`src/rtl/itoa_pkg.sv`:
```
// Shared types, codes and the digit-to-ASCII helper for the integer formatter.
`timescale 1ns / 1ps
`default_nettype none
package itoa_pkg;

  typedef enum logic [1:0] {
    CMD_HEX_LOWER = 2'd0,
    CMD_HEX_UPPER = 2'd1,
    CMD_DECIMAL   = 2'd2,
    CMD_POINTER   = 2'd3
  } cmd_t;

  typedef enum logic [2:0] {
    S_IDLE,
    S_CONV,
    S_PFX0,
    S_PFX1,
    S_SKIP,
    S_EMIT
  } state_t;

  // Handshake between the sequencer and the binary-to-BCD converter.
  typedef struct packed {
    logic busy;
    logic done;
  } conv_status_t;

  localparam int BinWidth  = 32;
  localparam int BcdDigits = 10;
  localparam int BcdWidth  = 4 * BcdDigits;

  localparam logic [7:0] ChZero  = 8'h30;
  localparam logic [7:0] ChX     = 8'h78;
  localparam logic [7:0] ChLower = 8'h61;
  localparam logic [7:0] ChUpper = 8'h41;

  // One hex or decimal digit to its ASCII code.
  function automatic logic [7:0] digit_char(input logic [3:0] nib, input logic upper);
    logic [7:0] base;
    base = upper ? ChUpper : ChLower;
    if (nib < 4'd10) begin
      return ChZero + {4'd0, nib};
    end
    return base + {4'd0, nib} - 8'd10;
  endfunction

endpackage
`default_nettype wire

```
`src/rtl/itoa_if.sv`:
```
// Stream interfaces for the formatter's input items and output characters.
`timescale 1ns / 1ps
`default_nettype none
interface itoa_in_if;
  logic        valid;
  logic        ready;
  logic [1:0]  command;
  logic [63:0] value;
  modport source (output valid, output command, output value, input ready);
  modport sink (input valid, input command, input value, output ready);
endinterface

interface itoa_out_if;
  logic       valid;
  logic       ready;
  logic [7:0] character;
  logic       last;
  modport source (output valid, output character, output last, input ready);
  modport sink (input valid, input character, input last, output ready);
endinterface
`default_nettype wire

```
`src/rtl/itoa_bcd_conv.sv`:
```
// Iterative shift-and-add-3 binary to BCD converter, one bit per cycle.
`timescale 1ns / 1ps
`default_nettype none
module itoa_bcd_conv
  import itoa_pkg::*;
(
  input  wire logic                  clk,
  input  wire logic                  rst,
  input  wire logic                  start,
  input  wire logic [BinWidth-1:0]   bin_in,
  output conv_status_t               status,
  output logic [BcdWidth-1:0]        bcd
);

  localparam int CntWidth = $clog2(BinWidth + 1);

  logic [BinWidth-1:0] bin;
  logic [CntWidth-1:0] cnt;
  logic                done;
  logic [BcdWidth-1:0] adj;

  // Digits of five or more get three added before the shift.
  always_comb begin
    for (int d = 0; d < BcdDigits; d++) begin
      adj[4*d +: 4] = (bcd[4*d +: 4] >= 4'd5) ? bcd[4*d +: 4] + 4'd3 : bcd[4*d +: 4];
    end
  end

  always_ff @(posedge clk) begin
    if (rst) begin
      cnt  <= '0;
      done <= 1'b0;
    end else begin
      done <= (cnt == CntWidth'(1));
      if (start) begin
        cnt <= CntWidth'(BinWidth);
      end else if (cnt != '0) begin
        cnt <= cnt - CntWidth'(1);
      end
    end
  end

  always_ff @(posedge clk) begin
    if (start) begin
      bin <= bin_in;
      bcd <= '0;
    end else if (cnt != '0) begin
      bcd <= {adj[BcdWidth-2:0], bin[BinWidth-1]};
      bin <= {bin[BinWidth-2:0], 1'b0};
    end
  end

  assign status.busy = (cnt != '0);
  assign status.done = done;

endmodule
`default_nettype wire

```
`src/rtl/integer_to_ascii_formatter_top.sv`:
```
// Top level of the unsigned integer to ASCII hex/decimal formatter.
//
// Usage: an input item (command, value) is offered on din; each transfer on
// dout carries one ASCII character, most significant digit first, with last
// set on the final character of the item. Leading zeros are dropped; a zero
// value yields a single '0'. Pointer form prefixes "0x" and prints all 64
// bits in lower-case hex; the other forms use the low 32 bits only.
//
// Flow: one item at a time; din.ready stays low from the transfer until the
// last character has been handed to the output register. Hex items skip
// leading zeros, then emit one character per digit left. Pointer items first
// emit the two prefix characters. Decimal items first wait for the BCD
// converter (32 shift-and-add-3 steps and its done flag), then skip and emit
// over 10 digit positions.
//
// The output register lets the next item be accepted while the last
// character still waits. When the receiver stalls, the sequencer simply
// holds at its next character and the pending character stays stable on dout.
// Reset (synchronous, active high) returns to idle and empties the output.
`timescale 1ns / 1ps
`default_nettype none
module integer_to_ascii_formatter_top
  import itoa_pkg::*;
(
  input  wire logic  clk,
  input  wire logic  rst,
  itoa_in_if.sink    din,
  itoa_out_if.source dout
);

  localparam int RemWidth = 5;

  state_t              state, state_next;
  logic [63:0]         nib, nib_next;
  logic [RemWidth-1:0] remaining, remaining_next;
  logic                upper, upper_next;

  logic                ov, ov_next;
  logic [7:0]          ochar, ochar_next;
  logic                olast, olast_next;

  logic                conv_start;
  conv_status_t        conv_st;
  logic [BcdWidth-1:0] conv_bcd;

  logic                can_push;
  logic                in_xfer;

  itoa_bcd_conv u_conv (
    .clk    (clk),
    .rst    (rst),
    .start  (conv_start),
    .bin_in (din.value[BinWidth-1:0]),
    .status (conv_st),
    .bcd    (conv_bcd)
  );

  assign din.ready      = (state == S_IDLE);
  assign in_xfer        = din.valid && din.ready;
  assign can_push       = !ov || dout.ready;
  assign dout.valid     = ov;
  assign dout.character = ochar;
  assign dout.last      = olast;

  always_comb begin
    state_next     = state;
    nib_next       = nib;
    remaining_next = remaining;
    upper_next     = upper;
    conv_start     = 1'b0;
    ov_next        = ov && !dout.ready;
    ochar_next     = ochar;
    olast_next     = olast;

    unique case (state)
      S_IDLE: begin
        if (in_xfer) begin
          upper_next = 1'b0;
          unique case (cmd_t'(din.command))
            CMD_HEX_LOWER, CMD_HEX_UPPER: begin
              upper_next     = (cmd_t'(din.command) == CMD_HEX_UPPER);
              nib_next       = {din.value[31:0], 32'd0};
              remaining_next = RemWidth'(8);
              state_next     = S_SKIP;
            end
            CMD_DECIMAL: begin
              conv_start = 1'b1;
              state_next = S_CONV;
            end
            CMD_POINTER: begin
              nib_next       = din.value;
              remaining_next = RemWidth'(16);
              state_next     = S_PFX0;
            end
          endcase
        end
      end
      S_CONV: begin
        if (conv_st.done) begin
          nib_next       = {conv_bcd, 24'd0};
          remaining_next = RemWidth'(BcdDigits);
          state_next     = S_SKIP;
        end
      end
      S_PFX0: begin
        if (can_push) begin
          ov_next    = 1'b1;
          ochar_next = ChZero;
          olast_next = 1'b0;
          state_next = S_PFX1;
        end
      end
      S_PFX1: begin
        if (can_push) begin
          ov_next    = 1'b1;
          ochar_next = ChX;
          olast_next = 1'b0;
          state_next = S_SKIP;
        end
      end
      S_SKIP: begin
        // Drop one leading zero per cycle, always keeping the final digit.
        if (nib[63:60] == 4'd0 && remaining != RemWidth'(1)) begin
          nib_next       = {nib[59:0], 4'd0};
          remaining_next = remaining - RemWidth'(1);
        end else begin
          state_next = S_EMIT;
        end
      end
      S_EMIT: begin
        if (can_push) begin
          ov_next        = 1'b1;
          ochar_next     = digit_char(nib[63:60], upper);
          olast_next     = (remaining == RemWidth'(1));
          nib_next       = {nib[59:0], 4'd0};
          remaining_next = remaining - RemWidth'(1);
          if (remaining == RemWidth'(1)) begin
            state_next = S_IDLE;
          end
        end
      end
      default: state_next = S_IDLE;
    endcase
  end

  always_ff @(posedge clk) begin
    if (rst) begin
      state <= S_IDLE;
      ov    <= 1'b0;
    end else begin
      state <= state_next;
      ov    <= ov_next;
    end
  end

  always_ff @(posedge clk) begin
    nib       <= nib_next;
    remaining <= remaining_next;
    upper     <= upper_next;
    ochar     <= ochar_next;
    olast     <= olast_next;
  end

  // The converter finishes only while the sequencer is waiting for it.
  a_done_in_conv: assert property (@(posedge clk) disable iff (rst)
    conv_st.done |-> state == S_CONV)
    else $error("BCD converter finished outside the conversion wait");

  // A new item is never taken while a conversion is still running.
  a_ready_not_busy: assert property (@(posedge clk) disable iff (rst)
    din.ready |-> !conv_st.busy)
    else $error("input ready while converter busy");

  // Emission never runs out of digits before the last one is flagged.
  a_emit_count: assert property (@(posedge clk) disable iff (rst)
    state == S_EMIT |-> remaining != '0)
    else $error("emit state with no digits left");

  // The flagged last character returns the sequencer to idle.
  a_last_to_idle: assert property (@(posedge clk) disable iff (rst)
    state == S_EMIT && can_push && remaining == RemWidth'(1) |=> state == S_IDLE && olast)
    else $error("last character did not end the item");

endmodule
`default_nettype wire
```
`src/flat_wrapper.sv`:
```
// flat-port wrapper written by rule: the top's interface ports become plain ports
module integer_to_ascii_formatter_top_flat import itoa_pkg::*;
  (clk, rst, din_valid, din_command, din_value, din_ready, dout_valid, dout_character, dout_last, dout_ready);
  itoa_in_if din_i ();
  itoa_out_if dout_i ();
  input  wire logic clk;
  input  wire logic rst;
  input wire logic [$bits(din_i.valid)-1:0] din_valid;
  input wire logic [$bits(din_i.command)-1:0] din_command;
  input wire logic [$bits(din_i.value)-1:0] din_value;
  output wire logic [$bits(din_i.ready)-1:0] din_ready;
  output wire logic [$bits(dout_i.valid)-1:0] dout_valid;
  output wire logic [$bits(dout_i.character)-1:0] dout_character;
  output wire logic [$bits(dout_i.last)-1:0] dout_last;
  input wire logic [$bits(dout_i.ready)-1:0] dout_ready;
  assign din_i.valid = din_valid;
  assign din_i.command = din_command;
  assign din_i.value = din_value;
  assign din_ready = din_i.ready;
  assign dout_valid = dout_i.valid;
  assign dout_character = dout_i.character;
  assign dout_last = dout_i.last;
  assign dout_i.ready = dout_ready;
  integer_to_ascii_formatter_top u_core (.clk(clk), .rst(rst), .din(din_i), .dout(dout_i));
endmodule
```
`config.mk`:
```
export PLATFORM = sky130hd
export DESIGN_NAME = integer_to_ascii_formatter_top_flat
export DESIGN_NICKNAME = d
export VERILOG_FILES = /design/src/rtl/itoa_pkg.sv /design/src/rtl/itoa_if.sv /design/src/rtl/itoa_bcd_conv.sv /design/src/rtl/integer_to_ascii_formatter_top.sv /design/src/flat_wrapper.sv
export SDC_FILE = /design/constraint.sdc
export NUM_CORES = 1
export LEC_CHECK = 0
export ABC_AREA = 1
export BUFFER_PORTS_ARGS = -buffer_cell sky130_fd_sc_hd__buf_4
export CAP_MARGIN = 10
export CORE_MARGIN = 3
export CORE_UTILIZATION = 47
export DETAILED_ROUTE_END_ITERATION = 8
export GPL_TIMING_DRIVEN = 0
export PLACE_DENSITY_LB_ADDON = 0.2
export SLEW_MARGIN = 5
export SYNTH_ARGS = -nofsm -noshare
export SYNTH_HDL_FRONTEND = slang
export SYNTH_SLANG_ARGS = --single-unit
```
`constraint.sdc`:
```
create_clock -name clk -period 8.86 [get_ports clk]
set_clock_uncertainty 0.1 [all_clocks]
set_input_delay 0.443 -clock clk [delete_from_list [all_inputs] [get_ports clk]]
set_output_delay 0.443 -clock clk [all_outputs]
set_load 0.01 [all_outputs]
```
---- After elaboration in Yosys (flattened, before gate mapping) ----
Cells that the tools add are included.
operators by class
  muxes and demuxes ....................... 53
  $lt $le $gt $ge ......................... 11
  add/sub/neg operators ................... 15
  reduce and logical (&&, ||, !) cells .... 23
  equal/unequal tests ..................... 21
operators with widths
  kind                                                                count
  two-way mux 64 bit                                                  4
  case mux 64 bit (4 select lines)                                    1
  case mux 64 bit (2 select lines)                                    1
  two-way mux 32 bit                                                  2
  greater-or-equal comparator 4 x 3 -> 1 bit (second input constant)  10
  two-way mux 8 bit                                                   5
  adder 4 x 2 -> 4 bit (second input constant)                        9
  two-way mux 4 bit                                                   9
  two-way mux 3 bit                                                   8
  case mux 8 bit (3 select lines)                                     1
  two-way mux 5 bit                                                   4
  case mux 5 bit (4 select lines)                                     1
  two-way mux 6 bit                                                   3
  case mux 3 bit (6 select lines)                                     1
  inequality test 2 x 1 -> 1 bit (second input constant)              6
  two-way mux 1 bit                                                   10
  case mux 5 bit (2 select lines)                                     1
  case mux 3 bit (3 select lines)                                     1
  adder 8 x 4 -> 8 bit                                                1
  subtractor 8 x 4 -> 8 bit (second input constant)                   1
  adder 6 x 4 -> 7 bit (first input constant)                         1
  AND reduction 7 bit                                                 1
  equality test 3 x 2 -> 1 bit (second input constant)                2
  equality test 3 bit (second input constant)                         2
  29 further kinds                                                    38
storage, ports and cells
  input bits .............................. 70
  register bits after elaboration ......... 162
  output and inout bits ................... 11
  logic and storage cells ................. 135

---- Logic depth before layout (Yosys ltp) ----
  word-level depth ........................ 7
  mapped depth ............................ 11
  depth with buffers taken out ............ 11

---- Modules after synthesis ----
From an unflattened synthesis, not the netlist that was laid out.
unflattened totals
  cell total of the unflattened synthesis .. 963
  area, all modules ....................... 8320.5 um2
by module, submodules not included
  module                          cells each  instances  sequential area each (um2)  area each (um2)
  itoa_bcd_conv                   559         1          1901.8                      4165.2
  integer_to_ascii_formatter_top  404         1          2422.3                      4155.2

---- Worst setup path after synthesis ----
OpenSTA, ideal clock, no wires.
  path type ............................... flip-flop to flip-flop
  from .................................... reg u_core.remaining[0]
  to ...................................... reg u_core.nib[0], enable pin
  setup time .............................. 0.599 ns
  path slack .............................. 2.207 ns
  clock period less this slack ............ 6.653 ns
  data required time ...................... 8.161 ns
  data arrival time ....................... 5.954 ns
  stages on the path, launching flop included .. 7
  cells stage by stage .................... edfxtp_1 ha_1 inv_1 nor2_1 nand2_1 nand2_1 a211oi_1
on the way
  cells in the longest elaborated chain, start to end .. 4
ends and longest elaborated chain
  item                                             RTL line                               text
  start: declaration                               integer_to_ascii_formatter_top.sv:35   logic [RemWidth-1:0] remaining, remaining_next;
  start signal: assignment                         integer_to_ascii_formatter_top.sv:158  remaining <= remaining_next;
  inequality test 5 x 1 -> 1 bit                   integer_to_ascii_formatter_top.sv:123  if (nib[63:60] == 4'd0 && remaining != RemWidth'(1)) begin
  logical AND 1 bit                                integer_to_ascii_formatter_top.sv:123
  inequality test 2 x 1 -> 1 bit (no source line)  -
  AND reduction 6 bit (no source line)             -
  end signal: assignment                           integer_to_ascii_formatter_top.sv:157  nib <= nib_next;
  end: declaration                                 integer_to_ascii_formatter_top.sv:34   logic [63:0] nib, nib_next;
Every way passes these cells.
A chain may end at the register's enable or synchronous reset.

---- Worst setup path after layout ----
  from .................................... reg u_core.state[0]
  to ...................................... reg u_core.u_conv.bin[6], enable pin
on the way
  cells in the longest elaborated chain, start to end .. 5
ends and longest elaborated chain
  item                                   RTL line                                                                    text
  start: declaration                     integer_to_ascii_formatter_top.sv:33                                        state_t state, state_next;
  start signal: assignment               integer_to_ascii_formatter_top.sv:151                                       state <= state_next;
  logical NOT 3 bit *                    integer_to_ascii_formatter_top.sv:58, integer_to_ascii_formatter_top.sv:75
  logical AND 1 bit                      integer_to_ascii_formatter_top.sv:59                                        assign in_xfer = din.valid && din.ready;
  two-way mux 1 bit                      integer_to_ascii_formatter_top.sv:77                                        if (in_xfer) begin
  two-way mux 1 bit *                    integer_to_ascii_formatter_top.sv:75                                        unique case (state)
  nonzero test 2 bit (no source line) *  -
  end signal: assignment                 itoa_bcd_conv.sv:45                                                         bin <= bin_in;
  end signal: assignment                 itoa_bcd_conv.sv:49                                                         bin <= {bin[BinWidth-2:0], 1'b0};
  end: declaration                       itoa_bcd_conv.sv:17                                                         logic [BinWidth-1:0] bin;
Every way passes the cells marked *; elsewhere a longest branch is shown, timed or not.

==> metrics.md <==
| Metric | Value |
|---|---|
| I/O Buffers | `79` |
| Num Clock Sinks | `161` |
| Routed wire per std cell | `18.1 um` |
| DR DRC count | `0` |
| Final non-filler cell total | `1,175` |
| F_max | `378 MHz` |
| First-pass GRT wire length | `32,800 um` |
| Congestion Overflow GR | `0` |
| Initial Util | `0.489` |
| Share of layout cells above drive strength 1 | `0.172` |
| FF-to-FF path depth | `7` |
| CP max-delay cell | `buf_2` |
| Synthesis Warnings | `0` |
| Synth Register Bits | `161` |
| Max Root-Sink Buffers | `2` |
| Critical path launch point type | `flop` |
| Clock share of power | `0.207` |
| Leakage | `4.01 nW` |
| Detailed-placement wirelength estimate | `15,500 um` |
| Root Driver | `clkbuf_16` |
| Vias in the first global route | `6,115` |
| CTS Buf Count | `17` |
| Initial DRC Count | `611` |
| Routed via count | `6,527` |
| Footprint of the multi-input gates | `0.00298 mm2` |
| Netlist cell types | `37` |
| WP data required | `8.82 ns` |
| Asr flop ratio synth | `0` |
| Layout area overhead | `19.5%` |
| Main synth FF type | `edfxtp_1` |
| P per Cell Area | `395 mW/mm2` |
| Row count | `46` |
| Max Cap Viol | `0` |
| Total Wirelength | `21,300 um` |
| Sw Ratio | `0.390` |
| Max Slew Vio Count | `0` |
| Setup violations, final | `0` |
| Post-cts gate resize count | `0` |
| Diodes inserted | `0` |
| Leading cell type in the layout, fill and taps excluded | `nand2_1` |
| Status | `complete, no violations` |
| VDD IR max | `0.000193 V` |
| Syn_nets | `940` |
| GRT Util Overall | `0.237` |
| DR vias/cell | `5.55` |
| Gpl congestion | `0.894` |
| Post-synth EDFFs | `110` |
| Crit-path max FO | `41` |
| Sequential area share after synthesis | `0.545` |
| R2r setup slk | `6.22 ns` |
| Worst slew pin tran | `1.06 ns` |
| Critical Path End Type | `flop` |
| Antenna violations before repair | `0` |
| CTS tree | `built` |
| DR pass1 iterations | `6` |
| Hold_sp | `rst` |
| Cts hold-fix bufs | `0` |
| Post-CTS setup buffers | `0` |
| WS Path Type | `reg -> reg` |
| Psw | `1.46 mW` |
| Die width | `136 um` |
| Cells along the critical path | `buf_6 -> nor2_4 -> nand2_2 -> nor3_4 -> inv_2 -> nand2_1 -> buf_2` |
| Hold Path Class | `in -> reg` |
| Post-Synthesis Cells | `844` |
| Largest net degree at the start of global routing | `42` |
| Fin crit period | `2.64 ns` |
| Final #Nets | `1,042` |
| Register area | `0.00432 mm2` |
| Commonest cells after routing, fill and taps aside | `152 x nand2_1, 110 x edfxtp_1, 103 x inv_1` |
| Peak per-stage delay on the critical path | `0.86 ns` |
| # IOs | `81` |
| Worst slew margin | `0.297` |
| CP startpoint | `u_core.state[0]$_SDFFE_PP0P_` |
| Period utilization | `0.298` |
| Placement-stage cell area | `0.00887 mm2` |
| CP arrival | `2.60 ns` |
| Post-route cell area | `0.00949 mm2` |
| Comb power frac | `0.384` |
| Sequential power share | `0.408` |
| Worst r2r src | `u_core.state[0]$_SDFFE_PP0P_` |
| Full die area | `0.0185 mm2` |
| Fillers | `1,447` |
| R2R Path End | `u_core.u_conv.bin[6]$_DFFE_PP_` |
| RSZ-0062 raised after global routing | `no` |
| Fin worst setup slack | `6.22 ns` |
| H-tree depth | `4` |
| Final ANT Viol Nets | `0` |
| Die Height | `136 um` |
| Final Hold Vio Count | `0` |
| Internal power | `2.29 mW` |
| Cells after DPL | `1,143` |
| Worst-path clk slew | `0.07 ns` |
| Clock Latency Late Sink | `0.43 ns` |
| Post-Place Worst Slack | `6.10 ns` |
| End point of the critical path | `u_core.u_conv.bin[6]$_DFFE_PP_` |
| Core ar. | `0.0162 mm2` |
| Mapped Avg Cell Area | `9.41 um2` |
| Synthesized area | `0.00794 mm2` |
==> stage by stage <==
step,utilization,hold WS (ns),TNS [ns],power [mW]
floorplan,-,0.322,0,2.51
global placement,0.542,0.354,-18.37,2.93
detailed placement,0.547,0.365,0,2.96
CTS,0.585,0.0851,0,3.75
global route,0.585,0.0906,0,4.01
finish,0.585,0.102,0,3.75
==> power by group through the flow <==
| stage | registers, mW | clock network (mW) | logic, mW |
|---|---|---|---|
| final | 1.53 | 0.778 | 1.44 |
| after global routing | 1.56 | 0.815 | 1.63 |
| after CTS | 1.53 | 0.785 | 1.44 |
| after detailed placement | 1.54 | 0 | 1.43 |
| after global placement | 1.59 | 0 | 1.34 |
| after floorplan | 1.50 | 0 | 1.01 |
==> layout make-up <==
class | count | area share
clock buffer | 17 | 0.0448
tap | 216 | 0.0285
clock inverter | 15 | 0.0204
multi-input combinational | 538 | 0.314
sequential | 161 | 0.456
timing repair buffer | 83 | 0.0684
inverter | 106 | 0.0419
buffer | 39 | 0.0262
==> registers in the layout (all words and copies together), names as in the netlist <==
signal / cells
u_core.nib: 64
u_core.u_conv.bcd: 40
u_core.u_conv.bin: 32
u_core.dout.character: 7
u_core.u_conv.cnt: 6
u_core.remaining: 5
u_core.state: 3
u_core.dout.last: 1
u_core.dout.valid: 1
u_core.u_conv.done: 1
u_core.upper: 1
==> critical path: cells and delay by family, from the launching register on <==
kind	cells	cell delay, ns
buffers and inverters	3	1.08
DFF	1	0.31
and+or+nand+nor	4	0.75
==> cells by family after synthesis <==
kind of cell    Yosys count  share of synthesized area
xor+xnor                 13                     0.0143
flops                   161                      0.545
simple gates            248                      0.133
fa+ha+maj                26                     0.0410
other cells               1                   0.000472
compound gates          250                      0.185
buf+inv                 145                     0.0815
==> synthesized netlist by cell type, types with 16 or more instances <==
library cell	number	area share
a21oi_1	33	0.021
a22oi_1	39	0.037
buf_2	16	0.010
dfxtp_1	51	0.13
edfxtp_1	110	0.42
ha_1	26	0.041
inv_1	103	0.049
nand2_1	152	0.072
nand3_1	36	0.023
nor2_1	38	0.018
o211ai_1	32	0.030
o21ai_0	102	0.064
o21ai_1	25	0.016
==> worst min-delay path by stage <==
| stage | endpoint | cells past startpoint |
|---|---|---|
| final | u_core.state[1]$_SDFFE_PP0P_ | 2 |
| after global routing | u_core.state[1]$_SDFFE_PP0P_ | 2 |
| after CTS | u_core.state[1]$_SDFFE_PP0P_ | 2 |
| after detailed placement | u_core.u_conv.bcd[0]$_SDFFE_PP0P_ | 2 |
| after global placement | u_core.u_conv.bcd[0]$_SDFFE_PP0P_ | 2 |
| after floorplan | u_core.u_conv.bcd[0]$_SDFFE_PP0P_ | 2 |
==> layer usage <==
metal / up-vias / wire length [um] / GRT usage
met3: 56 / 1650 / 0.0448
met2: 297 / 9800 / 0.372
met1: 3035 / 8980 / 0.317
met4: 0 / 819 / 0.112
li1: 3139 / - / -
met5: - / 0 / 0
(Power assumes the default switching activity.)
